**src/sv/fvt_pkg.sv**
```systemverilog
// ----------------------------------------------------------------------------
// fvt_pkg
// Types and constants shared by the fall vote tracker modules.
// ----------------------------------------------------------------------------
package fvt_pkg;

    localparam int COORD_BITS     = 12;
    localparam int CENTER_W       = COORD_BITS + 1;
    localparam int DIST_W         = 27;
    localparam int IDENT_W        = 16;
    localparam int VOTE_W         = 4;
    localparam int LOST_W         = 6;
    localparam int CONF_W         = 8;
    localparam int ASPECT_W       = 10;
    localparam int KPC_W          = 5;
    localparam int CFG_IDX_W      = 3;
    localparam int CFG_DATA_W     = 27;
    localparam int MAX_TRACKS_DEF = 16;

    localparam logic [LOST_W-1:0]  LOST_SAT        = '1;
    localparam logic [KPC_W-1:0]   POSE_MIN_POINTS = 5'd13;
    localparam logic [IDENT_W-1:0] IDENT_RST       = 16'd1;

    localparam logic [DIST_W-1:0]   MATCH_DIST_RST = 27'd671089;
    localparam logic [CONF_W-1:0]   CONF_MIN_RST   = 8'd51;
    localparam logic [ASPECT_W-1:0] ASPECT_RST     = 10'd269;
    localparam logic [VOTE_W-1:0]   VOTE_MAX_RST   = 4'd8;
    localparam logic [VOTE_W-1:0]   FALL_VOTES_RST = 4'd4;
    localparam logic [VOTE_W-1:0]   SUSP_VOTES_RST = 4'd2;
    localparam logic [LOST_W-1:0]   LOST_LIMIT_RST = 6'd30;

    typedef enum logic [CFG_IDX_W-1:0] {
        CFG_MATCH_DIST_SQ = 3'd0,
        CFG_CONF_MIN      = 3'd1,
        CFG_ASPECT_Q8     = 3'd2,
        CFG_VOTE_MAX      = 3'd3,
        CFG_FALL_VOTES    = 3'd4,
        CFG_SUSPECT_VOTES = 3'd5,
        CFG_LOST_LIMIT    = 3'd6
    } t_cfg_idx;

    typedef enum logic [1:0] {
        FS_STANDING = 2'd0,
        FS_FALLING  = 2'd1,
        FS_FALLEN   = 2'd2
    } t_fall_state;

    typedef enum logic {
        MODE_FRAME  = 1'b0,
        MODE_DETECT = 1'b1
    } t_mode;

    typedef enum logic [2:0] {
        ST_IDLE,
        ST_DIST1,
        ST_DIST2,
        ST_SCAN,
        ST_UPDATE
    } t_state;

    typedef struct packed {
        logic        mode;
        logic [11:0] box_x;
        logic [11:0] box_y;
        logic [11:0] box_w;
        logic [11:0] box_h;
        logic [4:0]  keypoint_count;
        logic [47:0] shoulder_points;
        logic [47:0] hip_points;
        logic [31:0] keypoint_confs;
    } t_track_in;

    typedef struct packed {
        logic [15:0] track_number;
        logic [1:0]  fall_state;
        logic        opened_track;
        logic        table_full;
    } t_track_out;

    // broadcast from the sequencer to every cell
    typedef struct packed {
        logic                age;
        logic [LOST_W-1:0]   lost_limit;
        logic [DIST_W-1:0]   match_dist_sq;
        logic [CENTER_W-1:0] det_cx;
        logic [CENTER_W-1:0] det_cy;
        logic                wr_open;
        logic [IDENT_W-1:0]  wr_ident;
        logic [VOTE_W-1:0]   wr_votes;
    } t_cell_cmd;

    // search token passed cell to cell
    typedef struct packed {
        logic               found;
        logic [DIST_W-1:0]  best_d;
        logic [IDENT_W-1:0] ident;
        logic [VOTE_W-1:0]  votes;
        logic               free_found;
    } t_scan_tok;

    function automatic logic [CENTER_W-1:0] abs_diff(input logic [CENTER_W-1:0] a,
                                                      input logic [CENTER_W-1:0] b);
        return (a > b) ? a - b : b - a;
    endfunction

endpackage

```
**src/sv/fvt_cell.sv**
```systemverilog
// ----------------------------------------------------------------------------
// fvt_cell
// One track slot: holds its state, measures distance to the current
// detection and merges itself into the search token from its left neighbor.
// ----------------------------------------------------------------------------
module fvt_cell import fvt_pkg::*; #(
    parameter int IDX_W    = 4,
    parameter int CELL_IDX = 0
) (
    input  logic             i_clk,
    input  logic             i_rst_n,
    input  t_cell_cmd        i_cmd,
    input  logic             i_wr_sel,
    input  t_scan_tok        i_tok,
    input  logic [IDX_W-1:0] i_best_idx,
    input  logic [IDX_W-1:0] i_free_idx,
    output t_scan_tok        o_tok,
    output logic [IDX_W-1:0] o_best_idx,
    output logic [IDX_W-1:0] o_free_idx
);

    localparam logic [IDX_W-1:0] MY_IDX = IDX_W'(CELL_IDX);

    logic                r_valid;
    logic [IDENT_W-1:0]  r_ident;
    logic [CENTER_W-1:0] r_cx, r_cy, r_dx, r_dy;
    logic [VOTE_W-1:0]   r_votes;
    logic [LOST_W-1:0]   r_lost;
    logic [DIST_W-1:0]   r_d;
    t_scan_tok           r_tok, n_tok;
    logic [IDX_W-1:0]    r_best_idx, n_best_idx, r_free_idx, n_free_idx;
    logic                hit, take;
    logic [DIST_W-1:0]   dx_w, dy_w;

    assign hit  = r_valid && (r_d < i_cmd.match_dist_sq);
    assign take = hit && (!i_tok.found || (r_d < i_tok.best_d) ||
                  ((r_d == i_tok.best_d) && (r_ident < i_tok.ident)));

    // squares need the full distance width
    assign dx_w = DIST_W'(r_dx);
    assign dy_w = DIST_W'(r_dy);

    always_comb begin
        n_tok      = i_tok;
        n_best_idx = i_best_idx;
        n_free_idx = i_free_idx;
        if (take) begin
            n_tok.found  = 1'b1;
            n_tok.best_d = r_d;
            n_tok.ident  = r_ident;
            n_tok.votes  = r_votes;
            n_best_idx   = MY_IDX;
        end
        if (!i_tok.free_found && !r_valid) begin
            n_tok.free_found = 1'b1;
            n_free_idx       = MY_IDX;
        end
    end

    always_ff @(posedge i_clk) begin
        if (!i_rst_n) begin
            r_valid <= 1'b0;
            r_tok   <= '0;
        end else begin
            r_tok <= n_tok;
            if (i_cmd.age && r_valid) begin
                if (r_lost > i_cmd.lost_limit) begin
                    r_valid <= 1'b0;
                end else if (r_lost != LOST_SAT) begin
                    r_lost <= r_lost + 1'b1;
                end
            end
            if (i_wr_sel) begin
                r_valid <= 1'b1;
                if (i_cmd.wr_open) begin
                    r_ident <= i_cmd.wr_ident;
                end
                r_cx    <= i_cmd.det_cx;
                r_cy    <= i_cmd.det_cy;
                r_lost  <= '0;
                r_votes <= i_cmd.wr_votes;
            end
        end
    end

    always_ff @(posedge i_clk) begin
        r_best_idx <= n_best_idx;
        r_free_idx <= n_free_idx;
        r_dx       <= abs_diff(i_cmd.det_cx, r_cx);
        r_dy       <= abs_diff(i_cmd.det_cy, r_cy);
        r_d        <= (dx_w * dx_w) + (dy_w * dy_w);
    end

    assign o_tok      = r_tok;
    assign o_best_idx = r_best_idx;
    assign o_free_idx = r_free_idx;

endmodule

```
**config.mk**
```make
export PLATFORM = sky130hd
export DESIGN_NAME = fvt_cell
export DESIGN_NICKNAME = d
export VERILOG_FILES = /design/src/sv/fvt_pkg.sv /design/src/sv/fvt_cell.sv
export SDC_FILE = /design/constraint.sdc
export NUM_CORES = 1
export LEC_CHECK = 0
export BUFFER_PORTS_ARGS = -buffer_cell sky130_fd_sc_hd__buf_2
export CAP_MARGIN = 20
export CORE_ASPECT_RATIO = 1.75
export CORE_MARGIN = 4
export CORE_UTILIZATION = 25
export DETAILED_ROUTE_END_ITERATION = 8
export PLACE_DENSITY_LB_ADDON = 0.3
export SKIP_LAST_GASP = 1
export SLEW_MARGIN = 20
export SYNTH_ARGS = -nofsm -noshare
export SYNTH_HDL_FRONTEND = slang
export SYNTH_SLANG_ARGS = --single-unit
```
**constraint.sdc**
```tcl
create_clock -name i_clk -period 18 [get_ports i_clk]
set_clock_uncertainty 0.15 [all_clocks]
set_input_delay 0.9 -clock i_clk [delete_from_list [all_inputs] [get_ports i_clk]]
set_output_delay 0.9 -clock i_clk [all_outputs]
set_load 0.03 [all_outputs]
```
After elaboration in Yosys (flattened, before gate mapping). Index checks and enable logic that the tools add are counted.

Output and inout port bits: 57. Register bits: 163. Logic and storage cells: 60. Bits of input ports: 141.

Equality and inequality tests: 3. Magnitude comparators: 6. Multiply operators: 2. Mux-type cells: 10. Reductions and logical operators: 17. Add/subtract/negate cells: 6.

Operators with widths (count): $lt 27x27->1 (2); $mul 13x13->26 (2); $sub 13x13->13 (4); $mux 48 (1); $add 26x26->27 (1); $eq 27x27->1 (1); $gt 13x13->1 (2); $mux 13 (2); $mux 6 (3); $lt 16x16->1 (1); $add 6x1->6 const B (1); $gt 6x6->1 (1); $ne 6x6->1 const B (1); $reduce_bool 2->1 (3); $logic_and 1x1->1 (5); $mux 1 (4); $reduce_and 2->1 (2); $reduce_and 4->1 (1); $logic_not 1->1 (3); $reduce_and 3->1 (1); $logic_or 1x1->1 (2); $ne 2x2->1 const B (1).

Longest topological paths before layout.
Depth after elaboration: 5. Gate-level depth with buffers: 27. Mapped depth without buffers: 26.

Least setup slack after synthesis. Ideal clock, no wire load.

Path type: register -> register. Start: register r_dx[2]. End: register r_d[26]. Arrival: 6.364 ns. Path slack: 11.413 ns. Data required time: 17.778 ns. Cell stages (with the launch flop): 23. Buffers on the path: 1. Library setup time: 0.072 ns. Period minus slack after synthesis: 6.587 ns. Cell sequence: dfxtp_1 > clkbuf_1 > and2_1 > fa_1 > fa_1 > inv_1 > fa_1 > inv_1 > fa_1 > fa_1 > fa_1 > inv_1 > fa_1 > inv_1 > ha_1 > or4_1 > o221ai_2 > o21ai_1 > a211o_1 > a31oi_1 > o21ai_0 > a21oi_1 > xnor2_1.

Longest elaborated chain between the ends: 2.

RTL lines: from (decl) (line fvt_cell.sv:26) `logic [CENTER_W-1:0] r_cx, r_cy, r_dx, r_dy;`; from (signal assigned) (line fvt_cell.sv:89) `r_dx <= abs_diff(i_cmd.det_cx, r_cx);`; $mul 13x13->26 (line fvt_cell.sv:91) `r_d <= (dx_w * dx_w) + (dy_w * dy_w);`; $add 26x26->27 (line fvt_cell.sv:91); to (signal assigned) (line fvt_cell.sv:91); to (decl) (line fvt_cell.sv:29) `logic [DIST_W-1:0] r_d;`.

No other way between the ends. A chain may end at the register's enable or synchronous reset.

Final worst setup path. Ends and elaborated chain as after synthesis.

==> run summary <==
The flow ran to the end, and the final reports show no timing, DRC or antenna violations. The number of maximum-capacitance violations is 0. The buffer depth of the longest clock path is 2.

After detailed routing, the total wire length is 48800 um. In the final layout, the share of cells above drive strength 1 is approximately an eighth. The post-layout net count came out at between 2000 and 3000. The max-slew violation total from the final report came out at 0. The buffer cell driving the clock tree root is sky130_fd_sc_hd__clkbuf_16. The data required time of the critical path is 18240 ps.

Ranked by total cell area, the synthesized netlist is headed by sky130_fd_sc_hd__fa_1 27%, sky130_fd_sc_hd__ha_1 17%, sky130_fd_sc_hd__dfxtp_1 12%. The H-tree level count is 4. The number of placement rows came out at 131. The share of the synthesized area in the top cell type came out at 26.8%. The chip height came out at 368 um. By count the netlist is led by 470 x sky130_fd_sc_hd__inv_1, 248 x sky130_fd_sc_hd__fa_1, 247 x sky130_fd_sc_hd__ha_1, 193 x sky130_fd_sc_hd__nand2_1, 111 x sky130_fd_sc_hd__dfxtp_1. In this run the critical register-to-register path is launched from r_dx[2]$_DFF_P_.

The share of the clock period used by the worst path after layout came out at 39.9%. The initial standard-cell utilization of the core is between 20% and 30%. The area growth from synthesis to layout is 13.9%. The final antenna-violating net count is 0. The final-layout fill cell count is 7703. The final setup violation count came out at 0. Of all flip-flops after synthesis, the portion carrying an async set or reset was 0%.

The slowest stage of the critical path belongs to the cell sky130_fd_sc_hd__dfxtp_1. Gates resized during post-CTS repair numbered 0. In the routed layout, each cell is associated on average with a via count of 4.31. The count of routing violations after the opening detailed-route iteration came out at 613. The placeable core area came out at 73100 sq um. The number of optimization iterations in the first detailed-route pass came out at 4.

The total of warnings raised by yosys is 0. The hold violation count in the final report is 0. The number of antenna violations at the first check in global routing came to 0.

TritonCTS built the clock tree. The post-synthesis instance area is ~19000 sq um. The worst setup path is captured at a register. The hold path depth came out at 2.

The worst register-to-register path has a setup slack of 10820 ps. The worst-case reg-to-reg path depth is 21. In this run the worst setup path begins at r_dx[2]$_DFF_P_. The signal on the critical path passes through and2_1, fa_1, fa_1, inv_1, fa_1, inv_1, fa_1, fa_1, fa_1, inv_1, fa_1, inv_1, ha_1, or4_1, o221ai_2, o21ai_1, a211o_1, a31oi_1, o21ai_0, a21oi_1, xnor2_1. The half-perimeter wire length after detailed placement is 42100 um. The normalized max-slew margin is between 30% and 40%. Counting every net in the synthesized netlist gives 2581.

The startpoint identified for the worst hold timing path is r_d[3]$_DFF_P_. The sink count of the clock tree came out at 163. The worst setup path is of the reg2reg kind. The biggest area contributor in the post-synthesis netlist is sky130_fd_sc_hd__fa_1. The fmax is about 140 MHz. The number of flops mapped to enable cells by yosys came out at 52. The top-level I/O count is 198. In this design, the critical path's most frequently occurring cell is sky130_fd_sc_hd__fa_1. The most frequently used cell type in the post-synthesis netlist is sky130_fd_sc_hd__inv_1.

The x dimension of the die is 214 um. The global placer's final weighted congestion came out at 0.849. The number of clock buffers added by TritonCTS is 17. Counting I/O delays and the setup requirement, the final critical path takes 7180 ps. The distinct cell type count of the synthesized netlist came out at 63. The gate count after technology mapping came out at 1945. The wire length of the first global-routing pass came out at 77100 um. The number of buffers inserted by post-CTS setup repair is 0.

The overall fraction of global-route tracks in use is between 10% and 20%. The slew of the pin with the lowest slew margin came out at 954 ps. The kind of start point of the critical path is a register. The post-route DRC violation count is 0.

The number of global-route vias before repair was 14700. The largest net degree at the start of global routing is 73. The mean post-synth cell area is 9.52 sq um. The number of port buffers is 197. The number of inserted diodes came out at 0.

The delay contributed by the slowest stage of the critical path came out at roughly 640 ps. For hold timing, the worst endpoint is o_tok[24]$_SDFF_PN0_. The synthesized design contains 163 register bits. Along the worst path, the maximum fanout reaches 14. The clock transition at the registers of the reported paths is about 80 ps.

The number of hold buffers added after CTS came out at 0. For this run, the leading register cell type out of synthesis is sky130_fd_sc_hd__dfxtp_1. The die area came out at between 70000 and 80000 sq um. Across all layers, the routed design uses ~13000 vias.

Setup repair after global routing left no endpoint under its margin. The sequential cell area fraction in the yosys report is 20.4%. The clock latency on the worst-skew pair is 470 ps. The total negative setup slack is 0 ps.

In this run the critical register-to-register path is captured at r_d[26]$_DFF_P_. The remaining global-route overflow is 0. The data arrival time of the critical path came out at 7420 ps. The routed length per placed instance is 16.0 um. The kind of path behind the tightest hold check is reg2reg.
==> stage by stage <==
step           hold slack (ps)  instance area (sq um)  setup WS [ps]  std cells  utilization (%)
6_report                   342                  21100          10820       3054             28.8
5_1_grt                    372                  21100          10410       3054             28.8
4_1_cts                    341                  21100          10790       3054             28.8
3_5_place_dp               339                  20500          10820       3022             28.0
3_3_place_gp               338                  20500          10830       3022             28.0
2_1_floorplan              296                  18500          11410       1945                -
==> critical path: cells and delay by family, from the launching register on <==
kind	cells	cell delay, ps
AOI/OAI and AO/OA	6	1380
xor gates and xnor gates	1	130
adders and majority gates	8	3760
buffers and inverters	4	230
DFF	1	640
and+or+nand+nor	2	800
==> placed cells by master, fill, tap and decap left out, types with 6 or more instances in the layout <==
master | netlist | final
sky130_fd_sc_hd__inv_1 | 470 | 470
sky130_fd_sc_hd__fa_1 | 248 | 248
sky130_fd_sc_hd__ha_1 | 247 | 247
sky130_fd_sc_hd__buf_2 | 7 | 197
sky130_fd_sc_hd__nand2_1 | 193 | 193
sky130_fd_sc_hd__dfxtp_1 | 111 | 111
sky130_fd_sc_hd__and2_1 | 82 | 81
sky130_fd_sc_hd__a21oi_1 | 60 | 60
sky130_fd_sc_hd__mux2i_1 | 54 | 54
sky130_fd_sc_hd__a21o_1 | 52 | 52
sky130_fd_sc_hd__edfxtp_1 | 52 | 52
sky130_fd_sc_hd__nor2_1 | 44 | 44
sky130_fd_sc_hd__o21ai_0 | 41 | 41
sky130_fd_sc_hd__xnor2_1 | 33 | 33
sky130_fd_sc_hd__nor2b_1 | 29 | 29
sky130_fd_sc_hd__xor2_1 | 24 | 24
sky130_fd_sc_hd__clkbuf_16 | 0 | 18
sky130_fd_sc_hd__nand4_1 | 14 | 14
sky130_fd_sc_hd__nand3_1 | 11 | 11
sky130_fd_sc_hd__a211oi_1 | 11 | 11
sky130_fd_sc_hd__nand2b_1 | 11 | 11
sky130_fd_sc_hd__a31oi_1 | 10 | 9
sky130_fd_sc_hd__o21a_1 | 8 | 8
sky130_fd_sc_hd__mux2_2 | 7 | 7
sky130_fd_sc_hd__and3_1 | 6 | 6
sky130_fd_sc_hd__a21boi_0 | 6 | 6
==> how the worst max path moves through the flow <==
stage | end | slack [ps] | depth (start not counted)
2_1_floorplan | r_d[26]$_DFF_P_ | 11410 | 22
3_3_place_gp | r_d[26]$_DFF_P_ | 10830 | 21
3_5_place_dp | r_d[26]$_DFF_P_ | 10820 | 21
4_1_cts | r_d[26]$_DFF_P_ | 10790 | 21
5_1_grt | r_d[26]$_DFF_P_ | 10410 | 21
6_report | r_d[26]$_DFF_P_ | 10820 | 21
==> per-layer routing <==
| layer | share of wire [%] | up-vias | track usage [%] | wire length (um) |
|---|---|---|---|---|
| met4 | 3.9 | 0 | 5.20 | 1900 |
| li1 | - | 6381 | - | - |
| met2 | 57 | 258 | 25.1 | 27700 |
| met1 | 36 | 6449 | 12.5 | 17400 |
| met5 | 0 | - | 0 | 0 |
| met3 | 3.6 | 68 | 1.86 | 1760 |
==> final cells by class <==
cell class,count,area [sq um],area share (%)
repair buffers,200,1010,4.79
clock buffers,19,464,2.20
multi-input cells,1258,12700,60.4
well taps,931,1160,5.53
inverters,470,1760,8.37
flip-flops and latches,163,3780,18.0
clock inverters,13,151,0.718
==> registers in the layout, summed over array words and instances (netlist names) <==
| signal | cells |
|---|---|
| r_d | 27 |
| r_valid | 1 |
| o_best_idx | 4 |
| r_votes | 4 |
| r_cy | 13 |
| o_free_idx | 4 |
| r_ident | 16 |
| r_dy | 13 |
| r_lost | 6 |
| r_cx | 13 |
| o_tok | 49 |
| r_dx | 13 |
==> logic make-up after synthesis <==
kind of cell | count (synthesis) | share of synthesized area (%)
multiplexers | 63 | 3.51
AO/OA/AOI/OAI | 228 | 8.10
buffers and inverters | 524 | 10.8
flip-flops | 163 | 20.4
XOR/XNOR | 57 | 2.70
other | 1 | 0.0203
AND/OR/NAND/NOR | 414 | 10.9
adder cells (fa/ha/maj) | 495 | 43.5
Power is not shown: default switching activity piles up to over one toggle a cycle in this logic, so the estimate is an artifact.
